--- config.mk ---
export PLATFORM = sky130hd
export DESIGN_NAME = bemf_commutation_controller_unit_flat
export DESIGN_NICKNAME = d
export VERILOG_FILES = /design/src/rtl/core/bcc_pkg.sv /design/src/rtl/core/bcc_if.sv /design/src/rtl/core/bcc_ram.sv /design/src/rtl/core/bemf_commutation_controller_unit.sv /design/src/flat_wrapper.sv
export SDC_FILE = /design/constraint.sdc
export NUM_CORES = 1
export LEC_CHECK = 0
export BUFFER_PORTS_ARGS = -buffer_cell sky130_fd_sc_hd__clkbuf_2
export CAP_MARGIN = 20
export CORE_UTILIZATION = 55
export CTS_CLUSTER_SIZE = 25
export DETAILED_ROUTE_END_ITERATION = 8
export HOLD_SLACK_MARGIN = 0.08
export PLACE_DENSITY = 0.7
export SETUP_SLACK_MARGIN = 0.3
export SKIP_LAST_GASP = 1
export SYNTH_ARGS = -nofsm -noshare
export SYNTH_HDL_FRONTEND = slang
export SYNTH_SLANG_ARGS = --single-unit
--- constraint.sdc ---
create_clock -name clk -period 8.87 [get_ports clk]
set_input_delay 2.2175 -clock clk [delete_from_list [all_inputs] [get_ports clk]]
set_output_delay 2.2175 -clock clk [all_outputs]
set_load 0.02 [all_outputs]
--- src/rtl/core/bcc_pkg.sv ---
// Shared types, codes and lookup functions for the six-step commutation block.
// Used by the channel interfaces and by bemf_commutation_controller_unit.
package bcc_pkg;

	localparam int TIMER_W = 16;
	localparam int LIMIT_W = 16;
	localparam int LEN_W   = 6;
	localparam int CFG_W   = 16;

	typedef logic [2:0]         phase_t;
	typedef logic [5:0]         drive_t;
	typedef logic [TIMER_W-1:0] timer_t;

	localparam phase_t PHASE_NONE = 3'd6;
	localparam phase_t PHASE_LAST = 3'd5;
	localparam drive_t DRIVE_OFF  = 6'd42;
	localparam timer_t TIMER_MAX  = '1;
	localparam logic [LIMIT_W-1:0] STALL_LIMIT_RST = 16'd1000;

	typedef enum logic [1:0] {
		FUNC_TICK  = 2'd0,
		FUNC_BEMF  = 2'd1,
		FUNC_WRITE = 2'd2,
		FUNC_NONE  = 2'd3
	} func_t;

	typedef enum logic {
		CFG_STALL_LIMIT = 1'b0,
		CFG_SCHED_LEN   = 1'b1
	} cfg_idx_t;

	typedef struct packed {
		drive_t drive_word;
		phase_t phase;
		logic   stall_flag;
	} result_t;

	// comparator pattern (U bit2, V bit1, W bit0) to phase
	function automatic phase_t decode_pattern(input logic [2:0] pat);
		phase_t p;
		case (pat)
			3'b110:  p = 3'd0;
			3'b100:  p = 3'd1;
			3'b101:  p = 3'd2;
			3'b001:  p = 3'd3;
			3'b011:  p = 3'd4;
			3'b010:  p = 3'd5;
			default: p = PHASE_NONE;
		endcase
		return p;
	endfunction

	// gate word for a phase: UH UL VH VL WH WL
	function automatic drive_t drive_of_phase(input phase_t p);
		drive_t d;
		case (p)
			3'd0:    d = 6'd11;
			3'd1:    d = 6'd14;
			3'd2:    d = 6'd44;
			3'd3:    d = 6'd56;
			3'd4:    d = 6'd50;
			3'd5:    d = 6'd35;
			default: d = DRIVE_OFF;
		endcase
		return d;
	endfunction

	// step modulo 6; the disabled code steps to 1
	function automatic phase_t next_phase(input phase_t p);
		phase_t n;
		case (p)
			PHASE_LAST: n = 3'd0;
			PHASE_NONE: n = 3'd1;
			default:    n = p + 3'd1;
		endcase
		return n;
	endfunction

endpackage

--- src/rtl/core/bcc_if.sv ---
// Valid/ready channel interfaces for the commutation block: event items in,
// status results out. Depends on bcc_pkg.
interface bcc_in_if;
	import bcc_pkg::*;
	logic        valid;
	logic        ready;
	logic [1:0]  func;
	logic [2:0]  bemf_pattern;
	logic [4:0]  entry_index;
	timer_t      entry_time;

	modport source (output valid, func, bemf_pattern, entry_index, entry_time,
		input ready);
	modport sink (input valid, func, bemf_pattern, entry_index, entry_time,
		output ready);
endinterface

interface bcc_out_if;
	import bcc_pkg::*;
	logic   valid;
	logic   ready;
	drive_t drive_word;
	phase_t phase;
	logic   stall_flag;

	modport source (output valid, drive_word, phase, stall_flag, input ready);
	modport sink (input valid, drive_word, phase, stall_flag, output ready);
endinterface

--- src/rtl/core/bcc_ram.sv ---
// Generic single-write, single-read RAM with registered read data.
// No dependencies; read during write to the same address returns old data.
module bcc_ram #(
	parameter int WIDTH = 16,
	parameter int DEPTH = 32
) (
	input  logic                                  clk,
	input  logic                                  we,
	input  logic [(DEPTH > 1 ? $clog2(DEPTH) : 1)-1:0] waddr,
	input  logic [WIDTH-1:0]                      wdata,
	input  logic [(DEPTH > 1 ? $clog2(DEPTH) : 1)-1:0] raddr,
	output logic [WIDTH-1:0]                      rdata
);
	logic [WIDTH-1:0] mem [DEPTH];

	always_ff @(posedge clk) begin
		if (we) begin
			mem[waddr] <= wdata;
		end
		rdata <= mem[raddr];
	end
endmodule

--- src/rtl/core/bemf_commutation_controller_unit.sv ---
// Six-step BLDC commutation controller with open-loop spin-up.
// Depends on bcc_pkg, bcc_if (channel interfaces) and bcc_ram.
//
// Usage: every item on "items" is one event: a 100 us tick, a back-EMF
// comparator change, a write of one spin-up schedule entry, or no operation.
// Every item yields exactly one result on "results": the gate word, the
// phase and the stall flag after that item took effect.
// Throughput is one item per clock while ready is high: all state updates
// in the accept cycle. The schedule lives in a RAM whose read address
// follows the next spin step, so the entry needed by the next tick is
// already at the RAM output; a write to that same entry is forwarded. A
// two-entry output buffer (output register plus skid stage) takes each
// result and lets the block accept while a result waits; ready drops only
// when both hold results, which with back-to-back items is the cycle after
// the first cycle of receiver stall. Configuration (stall_limit,
// schedule_length) is written through cfg_we, cfg_index and cfg_data by
// the user only while the block is idle; the block does not enforce it.
// Reset: phase 6, gates off, stalled with an empty schedule, so the first
// tick ends spin-up. Schedule contents are undefined until written; no
// clearing pass is run, the block is ready right after reset.
module bemf_commutation_controller_unit #(
	parameter int SCHED_DEPTH = 32
) (
	input  logic                    clk,
	input  logic                    arst_n,
	bcc_in_if.sink                  items,
	bcc_out_if.source               results,
	input  logic                    cfg_we,
	input  bcc_pkg::cfg_idx_t       cfg_index,
	input  logic [bcc_pkg::CFG_W-1:0] cfg_data
);
	import bcc_pkg::*;

	localparam int AW = (SCHED_DEPTH > 1) ? $clog2(SCHED_DEPTH) : 1;
	localparam int SW = $clog2(SCHED_DEPTH + 1);

	// configuration
	logic [LIMIT_W-1:0] stall_limit_q;
	logic [LEN_W-1:0]   sched_len_q;

	// control state
	phase_t             phase_q, phase_d;
	logic               stalled_q, stalled_d;
	timer_t             comm_q, comm_d;
	timer_t             spin_q, spin_d;
	logic [SW-1:0]      step_q, step_d;

	// schedule RAM and forwarding
	logic               ram_we;
	logic [AW-1:0]      ram_waddr, ram_raddr;
	timer_t             ram_rdata;
	logic               fwd_q;
	timer_t             fwd_data_q;
	timer_t             sched_cur;

	// tick arithmetic
	logic [SW-1:0]      len_eff;
	timer_t             comm_inc, spin_inc, spin_t;
	logic [SW-1:0]      step_t;
	logic               declare, advance;

	// output buffer
	logic               accept, pop;
	result_t            res_new, out_q, skid_q;
	logic               out_valid_q, skid_valid_q;

	assign accept = items.valid && items.ready;
	assign pop    = results.valid && results.ready;
	assign items.ready = !skid_valid_q;

	always_ff @(posedge clk or negedge arst_n) begin
		if (!arst_n) begin
			stall_limit_q <= STALL_LIMIT_RST;
			sched_len_q   <= '0;
		end else if (cfg_we) begin
			unique case (cfg_index)
				CFG_STALL_LIMIT: stall_limit_q <= cfg_data;
				CFG_SCHED_LEN:   sched_len_q   <= cfg_data[LEN_W-1:0];
				default:         ;
			endcase
		end
	end

	assign len_eff = (32'(sched_len_q) > SCHED_DEPTH) ? SW'(SCHED_DEPTH) : SW'(sched_len_q);

	// schedule[step] while stalled, schedule[0] otherwise
	assign sched_cur = fwd_q ? fwd_data_q : ram_rdata;

	assign comm_inc = (comm_q == TIMER_MAX) ? comm_q : comm_q + 1'b1;
	assign spin_inc = (spin_q == TIMER_MAX) ? spin_q : spin_q + 1'b1;
	assign declare  = !stalled_q && (comm_inc > stall_limit_q);
	assign spin_t   = declare ? '0 : spin_inc;
	assign step_t   = declare ? '0 : step_q;
	assign advance  = (step_t < len_eff) && (spin_t >= sched_cur);

	always_comb begin
		phase_d   = phase_q;
		stalled_d = stalled_q;
		comm_d    = comm_q;
		spin_d    = spin_q;
		step_d    = step_q;
		ram_we    = 1'b0;
		if (accept) begin
			unique case (func_t'(items.func))
				FUNC_TICK: begin
					comm_d = comm_inc;
					spin_d = spin_t;
					step_d = step_t;
					if (stalled_q || declare) begin
						stalled_d = 1'b1;
						if (advance) begin
							phase_d = next_phase(phase_q);
							step_d  = step_t + 1'b1;
						end
						// schedule used up: resume closed loop
						if (step_d >= len_eff) begin
							stalled_d = 1'b0;
							comm_d    = '0;
						end
					end
				end
				FUNC_BEMF: begin
					if (!stalled_q) begin
						comm_d  = '0;
						phase_d = decode_pattern(items.bemf_pattern);
					end
				end
				FUNC_WRITE: ram_we = 32'(items.entry_index) < SCHED_DEPTH;
				FUNC_NONE:  ;
				default:    ;
			endcase
		end
	end

	assign ram_waddr = AW'(items.entry_index);
	assign ram_raddr = stalled_d ? AW'(step_d) : '0;

	bcc_ram #(
		.WIDTH (TIMER_W),
		.DEPTH (SCHED_DEPTH)
	) u_sched_ram (
		.clk   (clk),
		.we    (ram_we),
		.waddr (ram_waddr),
		.wdata (items.entry_time),
		.raddr (ram_raddr),
		.rdata (ram_rdata)
	);

	always_ff @(posedge clk or negedge arst_n) begin
		if (!arst_n) begin
			phase_q   <= PHASE_NONE;
			stalled_q <= 1'b1;
			comm_q    <= '0;
			spin_q    <= '0;
			step_q    <= '0;
			fwd_q     <= 1'b0;
		end else begin
			phase_q   <= phase_d;
			stalled_q <= stalled_d;
			comm_q    <= comm_d;
			spin_q    <= spin_d;
			step_q    <= step_d;
			// RAM returns old data on a same-address write; take the new word
			fwd_q     <= ram_we && (ram_waddr == ram_raddr);
		end
	end

	always_ff @(posedge clk) begin
		fwd_data_q <= items.entry_time;
	end

	assign res_new.drive_word = drive_of_phase(phase_d);
	assign res_new.phase      = phase_d;
	assign res_new.stall_flag = stalled_d;

	// two-entry output buffer
	always_ff @(posedge clk or negedge arst_n) begin
		if (!arst_n) begin
			out_valid_q  <= 1'b0;
			skid_valid_q <= 1'b0;
		end else if (pop) begin
			if (skid_valid_q) begin
				skid_valid_q <= 1'b0;
			end else begin
				out_valid_q <= accept;
			end
		end else if (accept) begin
			if (out_valid_q) begin
				skid_valid_q <= 1'b1;
			end else begin
				out_valid_q <= 1'b1;
			end
		end
	end

	always_ff @(posedge clk) begin
		if (pop) begin
			out_q <= skid_valid_q ? skid_q : res_new;
		end else if (accept && !out_valid_q) begin
			out_q <= res_new;
		end
		if (accept && out_valid_q && !pop) begin
			skid_q <= res_new;
		end
	end

	assign results.valid      = out_valid_q;
	assign results.drive_word = out_q.drive_word;
	assign results.phase      = out_q.phase;
	assign results.stall_flag = out_q.stall_flag;

`ifndef NO_ASSERTIONS
	a_skid_needs_out: assert property (@(posedge clk) disable iff (!arst_n)
		skid_valid_q |-> out_valid_q)
		else $error("skid stage holds an item while output register is empty");

	a_phase_range: assert property (@(posedge clk) disable iff (!arst_n)
		phase_q <= PHASE_NONE)
		else $error("phase register out of range");

	a_resume_clears_timer: assert property (@(posedge clk) disable iff (!arst_n)
		$fell(stalled_q) |-> (comm_q == '0))
		else $error("commutation timer not cleared when spin-up ended");

	a_stall_starts_fresh: assert property (@(posedge clk) disable iff (!arst_n)
		$rose(stalled_q) |-> (step_q <= SW'(1)) && (spin_q == '0))
		else $error("spin-up did not restart from the first entry");
`endif

endmodule
--- src/flat_wrapper.sv ---
// flat-port wrapper written by rule: the top's interface ports become plain ports
module bemf_commutation_controller_unit_flat import bcc_pkg::*;
#(
	parameter int SCHED_DEPTH = 32
)
  (clk, arst_n, cfg_we, cfg_index, cfg_data, items_valid, items_func, items_bemf_pattern, items_entry_index, items_entry_time, items_ready, results_valid, results_drive_word, results_phase, results_stall_flag, results_ready);
  bcc_in_if items_i ();
  bcc_out_if results_i ();
  input  logic clk;
  input  logic arst_n;
  input  logic cfg_we;
  input  bcc_pkg::cfg_idx_t cfg_index;
  input  logic [bcc_pkg::CFG_W-1:0] cfg_data;
  input wire logic [$bits(items_i.valid)-1:0] items_valid;
  input wire logic [$bits(items_i.func)-1:0] items_func;
  input wire logic [$bits(items_i.bemf_pattern)-1:0] items_bemf_pattern;
  input wire logic [$bits(items_i.entry_index)-1:0] items_entry_index;
  input wire logic [$bits(items_i.entry_time)-1:0] items_entry_time;
  output wire logic [$bits(items_i.ready)-1:0] items_ready;
  output wire logic [$bits(results_i.valid)-1:0] results_valid;
  output wire logic [$bits(results_i.drive_word)-1:0] results_drive_word;
  output wire logic [$bits(results_i.phase)-1:0] results_phase;
  output wire logic [$bits(results_i.stall_flag)-1:0] results_stall_flag;
  input wire logic [$bits(results_i.ready)-1:0] results_ready;
  assign items_i.valid = items_valid;
  assign items_i.func = items_func;
  assign items_i.bemf_pattern = items_bemf_pattern;
  assign items_i.entry_index = items_entry_index;
  assign items_i.entry_time = items_entry_time;
  assign items_ready = items_i.ready;
  assign results_valid = results_i.valid;
  assign results_drive_word = results_i.drive_word;
  assign results_phase = results_i.phase;
  assign results_stall_flag = results_i.stall_flag;
  assign results_i.ready = results_ready;
  bemf_commutation_controller_unit #(.SCHED_DEPTH(SCHED_DEPTH)) u_core (.clk(clk), .arst_n(arst_n), .items(items_i), .results(results_i), .cfg_we(cfg_we), .cfg_index(cfg_index), .cfg_data(cfg_data));
endmodule
==> impl_metrics.env <==
export IMPL_crit_path_top_delay_cell="or4_1"
export IMPL_insertion_delay_ns=0.60
export IMPL_fillers=3322
export IMPL_drt_iter0_drc=1858
export IMPL_power_density_nw_per_um2=217.4
export IMPL_path_max_fanout=47
export IMPL_power_frac_comb_pct=7.4
export IMPL_cp_arrival_ns=8.69
export IMPL_p_sw_share_pct=22.86
export IMPL_die_x_um=220.2
export IMPL_multiInputGateArea_um2=7467
export IMPL_grt_pass1_wl_um=100500
export IMPL_violations="DRC"
export IMPL_maxCapViolations=0
export IMPL_ioPinCount=60
export IMPL_ys_flop_type="edfxtp_1"
export IMPL_synth_distinct_cells=76
export IMPL_htree_levels=3
export IMPL_wl_per_cell_um=25.15
export IMPL_ff2ff_path_depth=38
export IMPL_p_leak_nw=11.02
export IMPL_fmax_mhz=121.5
export IMPL_r2r_end="u_core.u_sched_ram.rdata[4]"
export IMPL_ys_async_sr_fraction_pct=10.62
export IMPL_cts_sinks=631
export IMPL_endpoint="u_core.u_sched_ram.rdata[4]"
export IMPL_cts_path_max_buffers=3
export IMPL_period_minus_slack_ns=8.230
export IMPL_cp_startpoint="u_core.comm_q[4]"
export IMPL_ir_drop_mv=0.2254
export IMPL_grt_pass1_vias=16690
export IMPL_place_inst=2574
export IMPL_layout_drive_gt1_share_pct=18.31
export IMPL_drv_slew=0
export IMPL_hold_violations=0
export IMPL_ys_warn_count=0
export IMPL_drt_total_wl_um=67960
export IMPL_antenna_left=0
export IMPL_die_h_um=220.2
export IMPL_fin_ws_ns=0.6404
export IMPL_tns_ns=0
export IMPL_min_period_over_period_pct=92.78
export IMPL_slowest_delay_ns=0.48
export IMPL_port_buffers=59
export IMPL_worst_pin_slew_ns=0.9772
export IMPL_slew_headroom_pct=34.65
export IMPL_cp_end_kind="flop"
export IMPL_yosysSeqAreaShare_pct=69.87
export IMPL_grt_max_degree=63
export IMPL_gp_congestion=0.8807
export IMPL_skew_ns=0.03639
export IMPL_cp_common_cell="buf_4"
export IMPL_synth_nets=2010
export IMPL_fin_nets=2139
export IMPL_cts_hold_buf=0
export IMPL_cp_start_kind="flop"
export IMPL_grt_setup_unrepaired="no"
export IMPL_reg2reg_from="u_core.comm_q[4]"
export IMPL_intPower_mw=5.041
export IMPL_dieArea_um2=48500
export IMPL_switching_power_mw=1.494
export IMPL_p_seq_share_pct=51.7
export IMPL_setup_viol=0
export IMPL_synth_seq_cells=631
export IMPL_vias=17140
export IMPL_overflow=0
export IMPL_crit_type="reg -> reg"
export IMPL_netlist_area_um2=26200
export IMPL_hold_path_class="reg -> reg"
export IMPL_post_place_ws_ns=-0.1241
export IMPL_synth_edf_count=532
export IMPL_tritoncts="yes"
export IMPL_vias_per_cell=6.342
export IMPL_root_buffer="clkbuf_16"
export IMPL_path_clk_slew_ns=0.06
export IMPL_regArea_um2=18310
export IMPL_gr_usage_all_layers_pct=28.23
export IMPL_status="finished with violations"
export IMPL_rows=79
export IMPL_cts_buffers=66
export IMPL_syn_avg_cell_area_um2=13.69
export IMPL_regToRegSetupSlack_ns=0.64
export IMPL_pwr_share_clk_pct=40.9
export IMPL_antenna_found_initial=3
export IMPL_final_cells=2702
export IMPL_finish_utilization_pct=64.30
export IMPL_synth_cells=1913
export IMPL_worst_ep_required_time_ns=9.33
export IMPL_core_um2=46750
export IMPL_drtPass1Iterations=7
export IMPL_drc=14
export IMPL_initial_core_util_pct=56.03
export IMPL_place_hpwl_um=41360
export IMPL_areaGrowthSynthToFinish_pct=14.77
[per-stage QoR]
stage / hold WS (ns) / power (mW) / area, um^2
3_5_place_dp: 0.4865 / 3.915 / 27690
5_1_grt: 0.5041 / 6.745 / 30060
3_3_place_gp: 0.4818 / 3.898 / 27690
4_1_cts: 0.4988 / 6.560 / 29870
2_1_floorplan: 0.4712 / 3.734 / 26200
6_report: 0.5000 / 6.535 / 30060
[cell type report]
type	count	share of cell area, %
timing repair buffer	166	4.316
clock buffer	89	5.951
inverter	37	0.4703
tap	607	2.526
sequential	631	60.89
clock inverter	29	0.9822
multi-input combinational	1140	24.84
antenna	3	0.02497
[flip-flops by register name (all words and copies together), names as in the netlist]
signal and cells:
u_core.step_q 6, u_core.results.drive_word 6, u_core.comm_q 16, u_core.spin_q 16, u_core.results.phase 3, u_core.u_sched_ram.mem 512
u_core.fwd_data_q 16, u_core.u_sched_ram.rdata 16, u_core.stall_limit_q 16, u_core.skid_valid_q 1, u_core.skid_q 10, u_core.sched_len_q 6
u_core.stalled_q 1, u_core.phase_q 3, u_core.results.valid 1, u_core.fwd_q 1, u_core.results.stall_flag 1
[cells by family (layout without fill, tap and decap cells)]
kind of cell	count (synthesis)	after routing	synth area share [%]
AO/OA/AOI/OAI	379	379	11.51
XOR/XNOR	31	31	1.036
adder cells (fa/ha/maj)	49	49	2.340
buffers and inverters	143	321	2.403
flip-flops	631	631	69.87
multiplexers	38	38	1.557
other	0	3	0
AND/OR/NAND/NOR	642	643	11.28
[worst max-delay path: cells and delay by family (launching register included)]
family	cells	cell delay, ns
buffers and inverters	5	0.82
adders and majority gates	3	0.75
and+or+nand+nor	12	2.19
AOI/OAI and AO/OA	17	3.56
DFF	1	0.44
xor gates and xnor gates	1	0.27
[synth_stat cells, drive strengths merged, types with 8 or more instances]
cell    number  area share, %
edfxtp     532             61
nand2      352            5.0
and3       100            2.4
o32ai       98            3.7
nor2        86            1.2
clkbuf      69           0.99
o22ai       65            1.6
dfrtp       58            5.5
ha          49            2.3
o21ai       44           0.84
a31o        37            1.2
buf         37           0.88
inv         37           0.53
dfxtp       32            2.4
o221ai      32            1.1
a21oi       27           0.52
nand3       23           0.44
xnor2       23           0.77
mux2        22           0.95
mux2i       16           0.61
or4         16           0.46
a22o        13           0.43
o31ai       13           0.43
dfstp        9           0.90
nand4        9           0.21
nor2b        8           0.19
xor2         8           0.27
[power by group through the flow]
stage               clock [mW]  combinational (mW)  sequential, mW
global placement             0               0.460            3.44
global route              2.81               0.541            3.39
floorplan                    0               0.277            3.46
detailed placement           0               0.473            3.44
finish                    2.67               0.483            3.38
CTS                       2.70               0.479            3.38
[cells in the final DEF, fill, tap and decap left out, types with 9 or more instances in the layout]
master     Yosys  routed
o22ai_1       65      63
o32ai_1       82      73
o32ai_2       16      25
o221ai_1      32      31
a31o_2        29      28
edfxtp_1     532     532
o31ai_1       12      12
clkbuf_16      0      67
dfxtp_1       32      32
xnor2_1       23      23
ha_1          49      49
or4_1         16      16
nand3_1       23      23
clkbuf_2       0      58
nor2_1        85      82
dfrtp_1       58      56
clkinv_2       0      11
dfstp_2        9       9
nand4_1        9       9
clkbuf_1      69      19
nand2_1      352     349
buf_12         0      14
and3_1       100     100
inv_1         35      35
a22o_1        13      13
mux2i_1       16      16
o21ai_0       40      38
buf_4          2      91
a21oi_1       27      25
mux2_2        22      22
[metal layers]
layer | part of all wire [%] | global-route usage (%) | vias up
met1 | 40 | 37.73 | 8444
met2 | 48 | 44.96 | 909
met4 | 3.6 | 11.63 | 0
met3 | 9.2 | 6.158 | 155
li1 | - | - | 7629
met5 | 0 | 0 | -
[worst min path at each step]
stage                                     start               endpoint  cells after the start
after detailed placement  u_core.sched_len_q[0]  u_core.sched_len_q[0]                      1
after CTS                 u_core.sched_len_q[0]  u_core.sched_len_q[0]                      1
after floorplan           u_core.sched_len_q[0]  u_core.sched_len_q[0]                      1
after global placement    u_core.sched_len_q[0]  u_core.sched_len_q[0]                      1
after global routing      u_core.sched_len_q[0]  u_core.sched_len_q[0]                      1
final                     u_core.sched_len_q[0]  u_core.sched_len_q[0]                      1
[what timing repair did]
item | 4_1_cts | 5_1_grt
endpoints found under the hold margin | 0 | 0
gates resized for setup | 9 | 28
gates cloned | 1 | 0
pin swaps | 0 | 4
setup endpoints to repair | 16 | 17
setup buffers | 1 | 5
No activity file was read; power rests on OpenSTA's default activity.
